--- src/hw/rtl/assert_macros.svh ---
// assertion macros shared by the encoder rtl
`ifndef ASSERT_MACROS_SVH
`define ASSERT_MACROS_SVH

// property checked on every rising aclk edge outside reset
`define IRS_ASSERT(label, prop, msg) \
    label: assert property (@(posedge aclk) disable iff (!aresetn) prop) else $error(msg);

// condition that must never be seen outside reset
`define IRS_ASSERT_NEVER(label, cond, msg) \
    label: assert property (@(posedge aclk) disable iff (!aresetn) !(cond)) else $error(msg);

`endif

--- src/hw/rtl/irs_pkg.sv ---
`timescale 1ns / 1ps
// types, constants and gf(256) helpers for the interleaved rs encoder
package irs_pkg;

    localparam int MAX_DEPTH   = 8;
    localparam int MAX_PARITY  = 32;
    localparam int LANE_W      = $clog2(MAX_DEPTH);
    localparam int PIDX_W      = $clog2(MAX_PARITY);
    localparam int NPAR_E8     = 16;
    localparam int NPAR_E16    = 32;
    localparam int DCOUNT_W    = 11;
    localparam int DRAIN_W     = 8;
    localparam int TOTAL_W     = 9;
    localparam int CFG_IDX_W   = 4;
    localparam int CFG_DATA_W  = 4;
    localparam int CODE_N      = 255;
    localparam int ROOT_STEP   = 11;
    localparam int ROOT_CENTER = 128;

    localparam logic [8:0]          FIELD_POLY = 9'h187;
    localparam logic [DCOUNT_W-1:0] DCOUNT_MAX = {DCOUNT_W{1'b1}};

    // input item kinds
    localparam logic MODE_DATA = 1'b0;
    localparam logic MODE_PULL = 1'b1;

    // register indexes on the config port
    localparam logic [CFG_IDX_W-1:0] REG_PARITY_MODE = 4'd0;
    localparam logic [CFG_IDX_W-1:0] REG_DEPTH       = 4'd1;

    typedef logic [7:0] sym_t;
    typedef logic [MAX_PARITY-1:0][7:0] coef_row_t;

    typedef enum logic [1:0] {
        ERR_OK       = 2'd0,
        ERR_TOO_LONG = 2'd1,
        ERR_NOT_MULT = 2'd2,
        ERR_EMPTY    = 2'd3
    } err_t;

    // control handed to every cell of the parity chain
    typedef struct packed {
        logic              upd;
        logic              clr;
        logic [LANE_W-1:0] lane;
    } cell_ctrl_t;

    // one result item
    typedef struct packed {
        sym_t out_byte;
        logic is_parity;
        logic block_end;
        err_t error_code;
    } result_t;

    // gf(256) multiply, shift-and-add over the field polynomial
    function automatic sym_t gf_mul(input sym_t a, input sym_t b);
        logic [8:0] aa;
        sym_t       r;
        aa = {1'b0, a};
        r  = '0;
        for (int i = 0; i < 8; i++) begin
            if (b[i]) r = r ^ aa[7:0];
            aa = {aa[7:0], 1'b0};
            if (aa[8]) aa = aa ^ FIELD_POLY;
        end
        return r;
    endfunction

    // alpha^k, elaboration use only
    function automatic sym_t gf_pow_alpha(input int k);
        sym_t r;
        int   e;
        r = 8'd1;
        e = k % CODE_N;
        for (int i = 0; i < e; i++) r = gf_mul(r, 8'd2);
        return r;
    endfunction

    // generator coefficients in cell order: cell j gets g[n-1-j]
    function automatic coef_row_t build_coef(input int n);
        sym_t      g [MAX_PARITY+1];
        sym_t      r;
        int        first;
        coef_row_t c;
        for (int k = 0; k <= MAX_PARITY; k++) g[k] = '0;
        g[0]  = 8'd1;
        first = ROOT_CENTER - n / 2;
        for (int i = 0; i < n; i++) begin
            r = gf_pow_alpha(ROOT_STEP * (first + i));
            for (int k = i + 1; k >= 1; k--) g[k] = g[k-1] ^ gf_mul(g[k], r);
            g[0] = gf_mul(g[0], r);
        end
        c = '0;
        for (int j = 0; j < n; j++) c[j] = g[n-1-j];
        return c;
    endfunction

    localparam coef_row_t COEF_E8  = build_coef(NPAR_E8);
    localparam coef_row_t COEF_E16 = build_coef(NPAR_E16);

    // data bytes allowed per frame: depth * (255 - parity count)
    function automatic logic [DCOUNT_W-1:0] frame_limit(input logic [3:0] depth,
                                                        input logic       mode);
        logic [7:0]  k;
        logic [11:0] p;
        k = mode ? 8'(CODE_N - NPAR_E16) : 8'(CODE_N - NPAR_E8);
        p = {8'b0, depth} * {4'b0, k};
        return p[DCOUNT_W-1:0];
    endfunction

endpackage

--- src/hw/rtl/irs_cell.sv ---
`timescale 1ns / 1ps
// one parity position of the lfsr chain, holding that byte for every lane
module irs_cell (
    input  logic                 aclk,
    input  logic                 aresetn,
    input  irs_pkg::cell_ctrl_t  ctrl,
    input  logic                 en,
    input  irs_pkg::sym_t        fb,
    input  irs_pkg::sym_t        coef,
    input  irs_pkg::sym_t        nbr,
    output irs_pkg::sym_t        rd
);

    irs_pkg::sym_t lane_reg [irs_pkg::MAX_DEPTH];
    irs_pkg::sym_t val_next;

    // byte of the selected lane, seen by the left neighbor and the drain mux
    assign rd = lane_reg[ctrl.lane];

    // shifted-in neighbor byte plus feedback term; a fresh frame sees zeros
    assign val_next = (ctrl.clr ? 8'h00 : nbr) ^ irs_pkg::gf_mul(fb, coef);

    // selected lane takes the update, lanes not taking an update clear while clr is high
    always_ff @(posedge aclk) begin
        if (!aresetn) begin
            for (int i = 0; i < irs_pkg::MAX_DEPTH; i++) lane_reg[i] <= '0;
        end else begin
            for (int i = 0; i < irs_pkg::MAX_DEPTH; i++) begin
                if (ctrl.upd && en && (int'(ctrl.lane) == i)) begin
                    lane_reg[i] <= val_next;
                end else if (ctrl.clr) begin
                    lane_reg[i] <= '0;
                end
            end
        end
    end

endmodule

--- src/hw/rtl/irs_outbuf.sv ---
`timescale 1ns / 1ps
// output register with skid stage for result items
module irs_outbuf (
    input  logic              aclk,
    input  logic              aresetn,
    input  logic              push,
    input  irs_pkg::result_t  in_res,
    output logic              in_ready,
    output logic              out_valid,
    output irs_pkg::result_t  out_res,
    input  logic              out_ready
);

    logic             out_valid_reg;
    logic             skid_valid_reg;
    irs_pkg::result_t out_res_reg;
    irs_pkg::result_t skid_res_reg;

    assign in_ready  = !skid_valid_reg;
    assign out_valid = out_valid_reg;
    assign out_res   = out_res_reg;

    // control: output stage refills from skid first, then from a new item
    always_ff @(posedge aclk) begin
        if (!aresetn) begin
            out_valid_reg  <= 1'b0;
            skid_valid_reg <= 1'b0;
        end else if (!out_valid_reg || out_ready) begin
            if (skid_valid_reg) begin
                out_valid_reg  <= 1'b1;
                skid_valid_reg <= 1'b0;
            end else begin
                out_valid_reg  <= push;
            end
        end else if (push) begin
            skid_valid_reg <= 1'b1;
        end
    end

    // payload
    always_ff @(posedge aclk) begin
        if (!out_valid_reg || out_ready) begin
            out_res_reg <= skid_valid_reg ? skid_res_reg : in_res;
        end else if (push) begin
            skid_res_reg <= in_res;
        end
    end

endmodule

--- src/hw/rtl/interleaved_rs_encoder.sv ---
`timescale 1ns / 1ps
// interleaved shortened reed-solomon encoder, top level
//
//   channel   direction   fields (tdata / tuser / tlast)
//   s_        in          data_byte[7:0] / mode / frame_end
//   m_        out         out_byte[7:0], error_code[9:8] / is_parity / block_end
//   cfg_      in          cfg_index 0 parity_mode, 1 interleave_depth; cfg_data
//
// one item per cycle in while s_tready is high, its result registered in the output stage; the 32-cell parity chain
// updates one lane per data byte, and a pull reads one cell of one lane.
// s_tready drops only while both the output register and the skid stage are full.
// reset is synchronous; all parity bytes clear in the reset cycle itself.
// cfg_ready is always high; writes take effect on the next item.
`include "assert_macros.svh"

module interleaved_rs_encoder (
    input  logic        aclk,
    input  logic        aresetn,
    input  logic        s_tvalid,
    output logic        s_tready,
    input  logic [7:0]  s_tdata,   // [7:0] data_byte
    input  logic [0:0]  s_tuser,   // [0] mode
    input  logic        s_tlast,   // frame_end
    output logic        m_tvalid,
    input  logic        m_tready,
    output logic [15:0] m_tdata,   // [7:0] out_byte, [9:8] error_code, rest zero
    output logic [0:0]  m_tuser,   // [0] is_parity
    output logic        m_tlast,   // block_end
    input  logic        cfg_valid,
    output logic        cfg_ready,
    input  logic [irs_pkg::CFG_IDX_W-1:0]  cfg_index,
    input  logic [irs_pkg::CFG_DATA_W-1:0] cfg_data
);

    localparam int LW = irs_pkg::LANE_W;
    localparam int ND = irs_pkg::MAX_DEPTH;
    localparam int NP = irs_pkg::MAX_PARITY;

    // configuration
    logic       parity_mode_reg;
    logic [3:0] depth_cfg_reg;

    // frame state
    logic [LW-1:0]                 lane_index_reg, lane_index_next;
    logic [irs_pkg::DCOUNT_W-1:0]  data_count_reg, data_count_next;
    logic [irs_pkg::DRAIN_W-1:0]   drain_count_reg, drain_count_next;
    logic                          draining_reg, draining_next;
    logic [LW-1:0]                 dc_r_reg [ND];
    logic [LW-1:0]                 dc_r_next [ND];
    logic [LW-1:0]                 dr_r_reg [ND];
    logic [LW-1:0]                 dr_r_next [ND];
    logic [irs_pkg::DRAIN_W-1:0]   dr_q_reg [ND];
    logic [irs_pkg::DRAIN_W-1:0]   dr_q_next [ND];

    logic                          acc, is_pull, data_acc, pull_acc, fresh;
    logic [3:0]                    depth_eff;
    logic [LW-1:0]                 dsel;
    logic [irs_pkg::PIDX_W-1:0]    npar_m1;
    logic [irs_pkg::TOTAL_W-1:0]   total;
    logic [LW-1:0]                 lane_cur, lane_nxt_val;
    logic [3:0]                    lane_inc;
    logic [irs_pkg::DCOUNT_W-1:0]  dcount_base, dcount_new;
    logic [LW-1:0]                 dc_r_new [ND];
    logic [LW-1:0]                 dc_base;
    logic                          too_long, not_mult;
    logic                          sat, last;
    logic [irs_pkg::TOTAL_W-1:0]   drain_ext;
    logic [LW-1:0]                 rd_lane;
    logic [irs_pkg::PIDX_W-1:0]    rd_j;
    irs_pkg::err_t                 data_err;

    irs_pkg::cell_ctrl_t           cell_ctrl;
    irs_pkg::sym_t                 cell_rd   [NP];
    irs_pkg::sym_t                 cell_nbr  [NP];
    irs_pkg::sym_t                 cell_coef [NP];
    logic [NP-1:0]                 cell_en;
    irs_pkg::sym_t                 fb;

    irs_pkg::result_t              res_in, res_out;

    assign cfg_ready = 1'b1;

    // effective depth and parity geometry
    always_comb begin
        if (depth_cfg_reg == 4'd0) begin
            depth_eff = 4'd1;
        end else if (depth_cfg_reg > 4'(ND)) begin
            depth_eff = 4'(ND);
        end else begin
            depth_eff = depth_cfg_reg;
        end
    end
    assign dsel    = LW'(depth_eff - 4'd1);
    assign npar_m1 = parity_mode_reg ? irs_pkg::PIDX_W'(irs_pkg::NPAR_E16 - 1)
                                     : irs_pkg::PIDX_W'(irs_pkg::NPAR_E8 - 1);
    assign total   = parity_mode_reg ? {depth_eff, 5'b0} : {1'b0, depth_eff, 4'b0};

    // handshake
    assign acc      = s_tvalid && s_tready;
    assign is_pull  = (s_tuser[0] == irs_pkg::MODE_PULL);
    assign data_acc = acc && !is_pull;
    assign pull_acc = acc && is_pull && draining_reg;
    assign fresh    = draining_reg;

    // lane and count for a data byte; data during drain starts a new frame
    always_comb begin
        if (fresh || ({1'b0, lane_index_reg} >= depth_eff)) begin
            lane_cur = '0;
        end else begin
            lane_cur = lane_index_reg;
        end
        lane_inc     = {1'b0, lane_cur} + 4'd1;
        lane_nxt_val = (lane_inc >= depth_eff) ? '0 : lane_inc[LW-1:0];
        dcount_base  = fresh ? '0 : data_count_reg;
        dcount_new   = (dcount_base == irs_pkg::DCOUNT_MAX) ? dcount_base
                                                          : dcount_base + 1'b1;
    end

    // data_count mod d, kept for every possible depth d
    always_comb begin
        for (int i = 0; i < ND; i++) begin
            dc_base = fresh ? '0 : dc_r_reg[i];
            if (dcount_base == irs_pkg::DCOUNT_MAX) begin
                dc_r_new[i] = dc_base;
            end else if (dc_base == LW'(i)) begin
                dc_r_new[i] = '0;
            end else begin
                dc_r_new[i] = dc_base + 1'b1;
            end
        end
    end

    // error code of a data byte
    assign too_long = dcount_new > irs_pkg::frame_limit(depth_eff, parity_mode_reg);
    assign not_mult = s_tlast && (dc_r_new[dsel] != '0);
    always_comb begin
        if (too_long) begin
            data_err = irs_pkg::ERR_TOO_LONG;
        end else if (not_mult) begin
            data_err = irs_pkg::ERR_NOT_MULT;
        end else begin
            data_err = irs_pkg::ERR_OK;
        end
    end

    // drain position: lane = count mod depth, parity index = count / depth
    assign drain_ext = {1'b0, drain_count_reg};
    assign sat       = drain_ext >= total;
    assign last      = sat || ((drain_ext + 9'd1) == total);
    assign rd_lane   = sat ? dsel : dr_r_reg[dsel];
    assign rd_j      = sat ? npar_m1 : dr_q_reg[dsel][irs_pkg::PIDX_W-1:0];

    // chain control
    assign cell_ctrl.upd  = data_acc;
    assign cell_ctrl.clr  = (data_acc && fresh) || (pull_acc && last);
    assign cell_ctrl.lane = is_pull ? rd_lane : lane_cur;
    assign fb = s_tdata ^ (fresh ? 8'h00 : cell_rd[0]);

    // neighbor wiring, coefficients and enables along the chain
    always_comb begin
        for (int j = 0; j < NP - 1; j++) begin
            if (j == irs_pkg::NPAR_E8 - 1 && !parity_mode_reg) begin
                cell_nbr[j] = '0;
            end else begin
                cell_nbr[j] = cell_rd[j+1];
            end
        end
        cell_nbr[NP-1] = '0;
        for (int j = 0; j < NP; j++) begin
            cell_coef[j] = parity_mode_reg ? irs_pkg::COEF_E16[j] : irs_pkg::COEF_E8[j];
            cell_en[j]   = (j < irs_pkg::NPAR_E8) || parity_mode_reg;
        end
    end

    // parity chain
    for (genvar j = 0; j < NP; j++) begin : g_cell
        irs_cell u_cell (
            .aclk    (aclk),
            .aresetn (aresetn),
            .ctrl    (cell_ctrl),
            .en      (cell_en[j]),
            .fb      (fb),
            .coef    (cell_coef[j]),
            .nbr     (cell_nbr[j]),
            .rd      (cell_rd[j])
        );
    end

    // result of the accepted item
    always_comb begin
        if (!is_pull) begin
            res_in.out_byte   = s_tdata;
            res_in.is_parity  = 1'b0;
            res_in.block_end  = 1'b0;
            res_in.error_code = data_err;
        end else if (draining_reg) begin
            res_in.out_byte   = cell_rd[rd_j];
            res_in.is_parity  = 1'b1;
            res_in.block_end  = last;
            res_in.error_code = irs_pkg::ERR_OK;
        end else begin
            res_in.out_byte   = '0;
            res_in.is_parity  = 1'b0;
            res_in.block_end  = 1'b0;
            res_in.error_code = irs_pkg::ERR_EMPTY;
        end
    end

    // frame state next values
    always_comb begin
        lane_index_next  = lane_index_reg;
        data_count_next  = data_count_reg;
        drain_count_next = drain_count_reg;
        draining_next    = draining_reg;
        for (int i = 0; i < ND; i++) begin
            dc_r_next[i] = dc_r_reg[i];
            dr_r_next[i] = dr_r_reg[i];
            dr_q_next[i] = dr_q_reg[i];
        end
        if (data_acc) begin
            lane_index_next  = lane_nxt_val;
            data_count_next  = dcount_new;
            draining_next    = s_tlast;
            drain_count_next = '0;
            for (int i = 0; i < ND; i++) begin
                dc_r_next[i] = dc_r_new[i];
                dr_r_next[i] = '0;
                dr_q_next[i] = '0;
            end
        end else if (pull_acc) begin
            if (last) begin
                lane_index_next  = '0;
                data_count_next  = '0;
                drain_count_next = '0;
                draining_next    = 1'b0;
                for (int i = 0; i < ND; i++) begin
                    dc_r_next[i] = '0;
                    dr_r_next[i] = '0;
                    dr_q_next[i] = '0;
                end
            end else begin
                drain_count_next = drain_count_reg + 1'b1;
                for (int i = 0; i < ND; i++) begin
                    if (dr_r_reg[i] == LW'(i)) begin
                        dr_r_next[i] = '0;
                        dr_q_next[i] = dr_q_reg[i] + 1'b1;
                    end else begin
                        dr_r_next[i] = dr_r_reg[i] + 1'b1;
                    end
                end
            end
        end
    end

    // state and configuration registers
    always_ff @(posedge aclk) begin
        if (!aresetn) begin
            parity_mode_reg <= 1'b1;
            depth_cfg_reg   <= 4'd1;
            lane_index_reg  <= '0;
            data_count_reg  <= '0;
            drain_count_reg <= '0;
            draining_reg    <= 1'b0;
            for (int i = 0; i < ND; i++) begin
                dc_r_reg[i] <= '0;
                dr_r_reg[i] <= '0;
                dr_q_reg[i] <= '0;
            end
        end else begin
            if (cfg_valid && cfg_ready) begin
                if (cfg_index == irs_pkg::REG_PARITY_MODE) begin
                    parity_mode_reg <= cfg_data[0];
                end else if (cfg_index == irs_pkg::REG_DEPTH) begin
                    depth_cfg_reg <= cfg_data[3:0];
                end
            end
            lane_index_reg  <= lane_index_next;
            data_count_reg  <= data_count_next;
            drain_count_reg <= drain_count_next;
            draining_reg    <= draining_next;
            for (int i = 0; i < ND; i++) begin
                dc_r_reg[i] <= dc_r_next[i];
                dr_r_reg[i] <= dr_r_next[i];
                dr_q_reg[i] <= dr_q_next[i];
            end
        end
    end

    // output stage
    irs_outbuf u_outbuf (
        .aclk      (aclk),
        .aresetn   (aresetn),
        .push      (acc),
        .in_res    (res_in),
        .in_ready  (s_tready),
        .out_valid (m_tvalid),
        .out_res   (res_out),
        .out_ready (m_tready)
    );

    assign m_tdata = {6'b0, res_out.error_code, res_out.out_byte};
    assign m_tuser = res_out.is_parity;
    assign m_tlast = res_out.block_end;

    // checks
    `IRS_ASSERT(a_parity_ok, m_tvalid && m_tuser[0] |-> m_tdata[9:8] == irs_pkg::ERR_OK, "parity item with error code")
    `IRS_ASSERT_NEVER(a_end_on_parity, m_tvalid && m_tlast && !m_tuser[0], "block end on a non-parity item")
    `IRS_ASSERT(a_drain_clears, pull_acc && last |=> !draining_reg && data_count_reg == '0 && lane_index_reg == '0, "frame not cleared after last parity")
    `IRS_ASSERT(a_frame_end_arms, data_acc && s_tlast |=> draining_reg && drain_count_reg == '0, "frame end did not start drain")

endmodule

--- config.mk ---
export PLATFORM = sky130hd
export DESIGN_NAME = interleaved_rs_encoder
export DESIGN_NICKNAME = d
export VERILOG_FILES = /design/src/hw/rtl/irs_pkg.sv /design/src/hw/rtl/irs_cell.sv /design/src/hw/rtl/irs_outbuf.sv /design/src/hw/rtl/interleaved_rs_encoder.sv
export VERILOG_INCLUDE_DIRS = /design/src /design/src/hw/rtl
export SDC_FILE = /design/constraint.sdc
export NUM_CORES = 2
export LEC_CHECK = 0
export ABC_AREA = 1
export BUFFER_PORTS_ARGS = -buffer_cell sky130_fd_sc_hd__clkbuf_2
export CORE_MARGIN = 2
export CORE_UTILIZATION = 58
export CTS_CLUSTER_SIZE = 8
export DETAILED_ROUTE_END_ITERATION = 16
export PLACE_DENSITY = 0.77
export SLEW_MARGIN = 20
export SYNTH_ARGS = -nofsm -noshare
export SYNTH_HDL_FRONTEND = slang
export SYNTH_SLANG_ARGS = --single-unit
--- constraint.sdc ---
create_clock -name aclk -period 14.29 [get_ports aclk]
set_input_delay 3.5725 -clock aclk [delete_from_list [all_inputs] [get_ports aclk]]
set_output_delay 3.5725 -clock aclk [all_outputs]
set_load 0.1 [all_outputs]
# Yosys cells after proc, flatten, opt, wreduce, memory -nomap -nowiden
# Memory sizes are Yosys's and may differ from the RTL's.
# Cells that the tools add are included.
[word_totals] word_cells=1975 regBits=54 ramBits=2160 out_inout_bits=21 mem_count=35
[memory_table] memory="dr_q_reg" words=8 width=8 read_ports=9 rd_ports_with_merged_regs=0 wr=8 line_no="interleaved_rs_encoder.sv:52" text="logic [irs_pkg::DRAIN_W-1:0] dr_q_reg [ND];"
[memory_table] memory="g_cell[0].u_cell.lane_reg" words=8 width=8 read_ports=1 rd_ports_with_merged_regs=0 wr=8 line_no="irs_cell.sv:14" text="irs_pkg::sym_t lane_reg [irs_pkg::MAX_DEPTH];"
[memory_table] memory="g_cell[10].u_cell.lane_reg" words=8 width=8 read_ports=1 rd_ports_with_merged_regs=0 wr=8 line_no="irs_cell.sv:14"
[memory_table] memory="g_cell[11].u_cell.lane_reg" words=8 width=8 read_ports=1 rd_ports_with_merged_regs=0 wr=8 line_no="irs_cell.sv:14"
[memory_table] memory="g_cell[12].u_cell.lane_reg" words=8 width=8 read_ports=1 rd_ports_with_merged_regs=0 wr=8 line_no="irs_cell.sv:14"
[memory_table] memory="g_cell[13].u_cell.lane_reg" words=8 width=8 read_ports=1 rd_ports_with_merged_regs=0 wr=8 line_no="irs_cell.sv:14"
[memory_table] memory="29 more memories"
[classes] n_reduce_logical=45 n_mul=1 magnitude_cmp=7 add_sub_neg=29 muxes=1028 eq_ne=24 bitwise=790
[ops] operator="$mux W8" n=823
[ops] operator="$xor A8 B8 Y8" n=242
[ops] operator="$or A1 B1 Y1" n=536
[ops] operator="$mux W64" n=3
[ops] operator="$mux W3" n=57
[ops] operator="$mux W24" n=6
[ops] operator="$mux W1" n=104
[ops] operator="$add A8 B1 Y8 const B" n=9
[ops] operator="$mux W7" n=8
[ops] operator="$mux W11" n=5
[ops] operator="$add A3 B1 Y3 const B" n=16
[ops] operator="$bmux W8 S5" n=1
[ops] operator="$eq A3 B3 Y1 const B" n=12
[ops] operator="$mux W12" n=3
[ops] operator="$mux W6" n=5
[ops] operator="$not A4 Y4" n=7
[ops] operator="$mux W5" n=5
[ops] operator="$logic_and A1 B1 Y1" n=24
[ops] operator="$eq A3 B2 Y1 const B" n=6
[ops] operator="$mux W4" n=4
[ops] operator="$add A11 B1 Y11 const B" n=1
[ops] operator="$eq A11 B11 Y1 const B" n=1
[ops] operator="$gt A11 B11 Y1" n=1
[ops] operator="$mul A4 B8 Y11" n=1
[ops] operator="other kinds (27)" n=44

# Depth between registers and ports, before layout
# An unclocked memory read counts as a cell.
[depth] ltp_word=29 mapped_depth=41 depth_no_buf=39

# Modules after synthesis
# From an unflattened synthesis, not the netlist that was laid out.
[unflattened] cells_unflattened=17940 area_unflattened_um2=144274.6
[modules_own_cells] module="irs_cell (g_cell[24].u_cell ...)" area_each_um2=4134.0 cells_each=503 seq_area_each_um2=1921.8 n_inst=16
[modules_own_cells] module="irs_cell (g_cell[0].u_cell ...)" area_each_um2=4106.4 cells_each=492 seq_area_each_um2=1921.8 n_inst=12
[modules_own_cells] module="interleaved_rs_encoder" area_each_um2=11125.7 cells_each=1848 seq_area_each_um2=2322.2 n_inst=1
[modules_own_cells] module="irs_cell (g_cell[22].u_cell)" area_each_um2=4244.1 cells_each=516 seq_area_each_um2=1921.8 n_inst=1
[modules_own_cells] module="irs_cell (g_cell[15].u_cell)" area_each_um2=4226.6 cells_each=518 seq_area_each_um2=1921.8 n_inst=1
[modules_own_cells] module="irs_cell (g_cell[14].u_cell)" area_each_um2=4172.8 cells_each=516 seq_area_each_um2=1921.8 n_inst=1
[modules_own_cells] module="irs_cell (g_cell[23].u_cell)" area_each_um2=4130.2 cells_each=516 seq_area_each_um2=1921.8 n_inst=1
[modules_own_cells] module="irs_outbuf" area_each_um2=954.7 cells_each=74 seq_area_each_um2=760.7 n_inst=1

# Least setup slack after synthesis
# OpenSTA, ideal clock, no wires.
[synth_path] path_kind="input -> register" startpoint="input s_tuser" endpoint="memory g_cell[16].u_cell.lane_reg[4][0] (netlist bit) (enable)" cell_stages=15 slack_ns=-0.721 required_ns=13.498 arrival_ns=14.218 cell_sequence="inv_1 > a21oi_1 > nand2_2 > nand2_1 > buf_6 > buf_6 > inv_1 > nand2_1 > buf_2 > buf_2 > clkbuf_1 > nor3_1 > inv_1 > clkbuf_1 > o21ai_0"
[synth_rtl] item="start, declared" line_no="interleaved_rs_encoder.sv:22" text="input logic [0:0] s_tuser,"
[synth_rtl] item="end, declared" line_no="irs_cell.sv:14"

==> impl_metrics.yaml <==
outcome:
  status: "finished clean"
grt:
  grt_pass1_wl_um: 515000
  grt_pass1_vias: 80400
  grt_max_degree: 195
  antenna_found_initial: 6
  grt_usage_pct: 38.1
  grt_remaining_overflow: 0
power_and_ir_drop:
  peakVddDrop_mv: 0.142
  total_power_uw: 20600
  p_leak_uw: 0.0432
  power_density_nw_per_um2: 181
worst_setup_path:
  path_max_fanout: 59
  crit_type: "reg -> reg"
  cpMostUsedCell: "nand2_1"
  end_kind: "register"
  arrival_ps: 10230
  required_ps: 14950
  crit_path_top_delay_cell: "ha_1"
  critPathLaunchType: "register"
  slowest_delay_ps: 850
detailed_routing:
  wl_per_cell_um: 28.6
  ant_nets: 0
  post-route-drc-count: 0
  drt_wl_total_um: 351000
  via_per_inst: 6.71
  dr.pass1.iters: 9
  dr_total_vias: 82500
  drtIter0Drc: 13500
synth:
  synthArstFlopShare_pct: 0
  synth-edff-count: 2072
  synthFlopType: "edfxtp_1"
  synth_area_per_cell_um2: 10.3
  synth_area_um2: 104000
  ys_warn_count: 0
  synthDistinctLibCells: 71
  synth_seq_cells: 2190
  netlist_instances: 10100
  ys_seq_area_share_pct: 62.3
timing:
  relSlewSlack_pct: 17.1
  fmax_mhz: 104
  finalCritPeriodShare_pct: 67.0
  slew_violations: 0
  max_slew.worst_pin.slew_ps: 1230
  finalHoldViolCount: 0
  finalSetupViolCount: 0
  rsz0062_at_grt: "false"
  period_needed_ps: 9580
  tns_ps: 0
  finClkSkew_ps: 72.1
  setup_ws_ps: 4710
min_path:
  hold_path.class: "reg -> reg"
place:
  dp_cells: 11900
  dp_slack_ps: 4460
  place.gp.congestion: 1.06
  dp_hpwl_um: 194000
  portBuffers: 36
clock_tree:
  cts_sinks: 2190
  postCtsResizedCells: 0
  hold_buffers: 0
  insertion_delay_ps: 970
  cts.clk_slew.worst_paths_ps: 50
  cts-root-buf: "clkbuf_16"
  htreeDepth: 5
  cts_max_path_buffers: 4
  cts_tree: "done"
  cts_setup_buffers: 0
  cts_buffers: 324
die:
  die-area_um2: 182000
  die_w_um: 427
  start_util_pct: 58.2
  core_um2: 178000
  num_rows: 155
  fp.dieH_um: 427
  boundaryPins: 44
cells_and_area:
  drive_above_1_share_pct: 7.93
  area_growth_pct: 9.94
  final_nets: 9992
  fin_util_pct: 64.0
  largest_reg_flops: 2048
  instances_no_fill: 12300
job:
  drv_cap: 0
==> final cells by class <==
type / count / area, um2
sequential: 2190 / 64600
fill: 13500 / 64100
multi-input combinational: 6863 / 35100
clock buffer: 354 / 8330
tap: 2355 / 2950
timing repair buffer: 164 / 1430
inverter: 354 / 1370
clock inverter: 11 / 119
antenna: 2 / 5.00
==> power by group <==
part           total [uW]  switching [uW]  leakage (uW)  internal, uW
Combinational        5870            4510        0.0167          1370
Clock                6660            2610       0.00414          4060
Sequential           8090             181        0.0224          7910
==> stage by stage <==
step	instance area [um2]	hold WS, ps
finish	114000	474
floorplan	104000	437
detailed placement	105000	463
CTS	114000	471
global placement	105000	446
global route	114000	488
==> worst max-delay path, delay by kind of cell (launching register included) <==
family          cells  cell delay (ps)
flops               1              480
buf+inv             3             2030
fa+ha+maj           1              850
xor+xnor            1              370
simple gates       24             4950
compound gates      2              390
==> cell usage after synthesis (all sizes together), types with 3 or more instances <==
cell type	instances	area share [%]
ha	64	0.77
dfxtp	118	2.3
nand3b	26	0.19
or2	16	0.097
a211oi	11	0.080
buf	257	1.2
xnor2	155	1.6
a21oi	212	1.1
o221ai	12	0.10
o21bai	36	0.26
nand2	1590	6.0
xnor3	3	0.065
and2	25	0.15
nor4	8	0.048
o32ai	49	0.41
o211ai	11	0.085
nor2	2433	8.9
fa	8	0.15
a32o	4	0.039
edfxtp	2072	60
o22a	28	0.24
o21ai	380	1.9
inv	351	1.3
xor2	218	2.1
nand3	395	1.9
nand4	25	0.15
nor3	45	0.22
a21boi	3	0.022
o22ai	914	5.5
o31ai	93	0.67
o21a	72	0.52
clkinv	3	0.011
clkbuf	442	1.6
==> per-layer routing <==
layer | up-vias | routed length, um | track usage [%] | share of wire [%]
li1 | 34800 | - | - | -
met1 | 39400 | 120000 | 49.7 | 34
met2 | 6940 | 154000 | 56.7 | 44
met3 | 1379 | 53000 | 10.8 | 15
met4 | 10 | 24400 | 23.5 | 7.0
met5 | - | 59 | 0 | 0.017
==> cells by family (layout without fill, tap and decap cells) <==
kind of cell,after synthesis,after routing,synth area share (%)
other,2,9,0.00725
adders and majority gates,72,72,0.927
buffers and inverters,1053,883,4.13
and+or+nand+nor,4565,4565,17.8
muxes,1,1,0.0109
xor gates and xnor gates,378,378,3.81
AOI/OAI and AO/OA,1840,1840,11.0
DFF,2190,2190,62.3
==> path summary, 6_finish.rpt <==
kind / start / endpoint / slack [ps] / depth (start not counted)
min reg2reg: dc_r_reg[0][2]$_SDFFE_PN0P_ / dc_r_reg[0][2]$_SDFFE_PN0P_ / 470 / 2
max reg2reg: depth_cfg_reg[2]$_SDFFE_PN0P_ / g_cell[30].u_cell.lane_reg[0][7]$_SDFFCE_PP0P_ / 4710 / 31
min: dc_r_reg[0][2]$_SDFFE_PN0P_ / dc_r_reg[0][2]$_SDFFE_PN0P_ / 470 / 2
max: depth_cfg_reg[2]$_SDFFE_PN0P_ / g_cell[30].u_cell.lane_reg[0][7]$_SDFFCE_PP0P_ / 4710 / 31
==> layout by cell type, fill, tap and decap left out, types with 25 or more instances in the layout <==
cell          n
nand2_1    1496
xor2_1      181
buf_4       105
nand3_1     384
o21ai_0     334
nand4_1      25
nor2_1     2398
o31ai_1      93
xor2_2       33
edfxtp_1   2072
ha_1         64
xnor2_2      37
o22ai_1     913
clkbuf_2     36
o32ai_1      48
nand3b_1     26
a21oi_1     201
xnor2_1     118
clkbuf_16   329
inv_1       320
dfxtp_1     117
nor3_1       45
o22a_1       28
nor2_2       33
nand2_4      31
o21ai_1      37
clkbuf_1     25
o21a_1       72
o21bai_1     36
nand2_2      60
No activity file was read; power rests on OpenSTA's default activity.
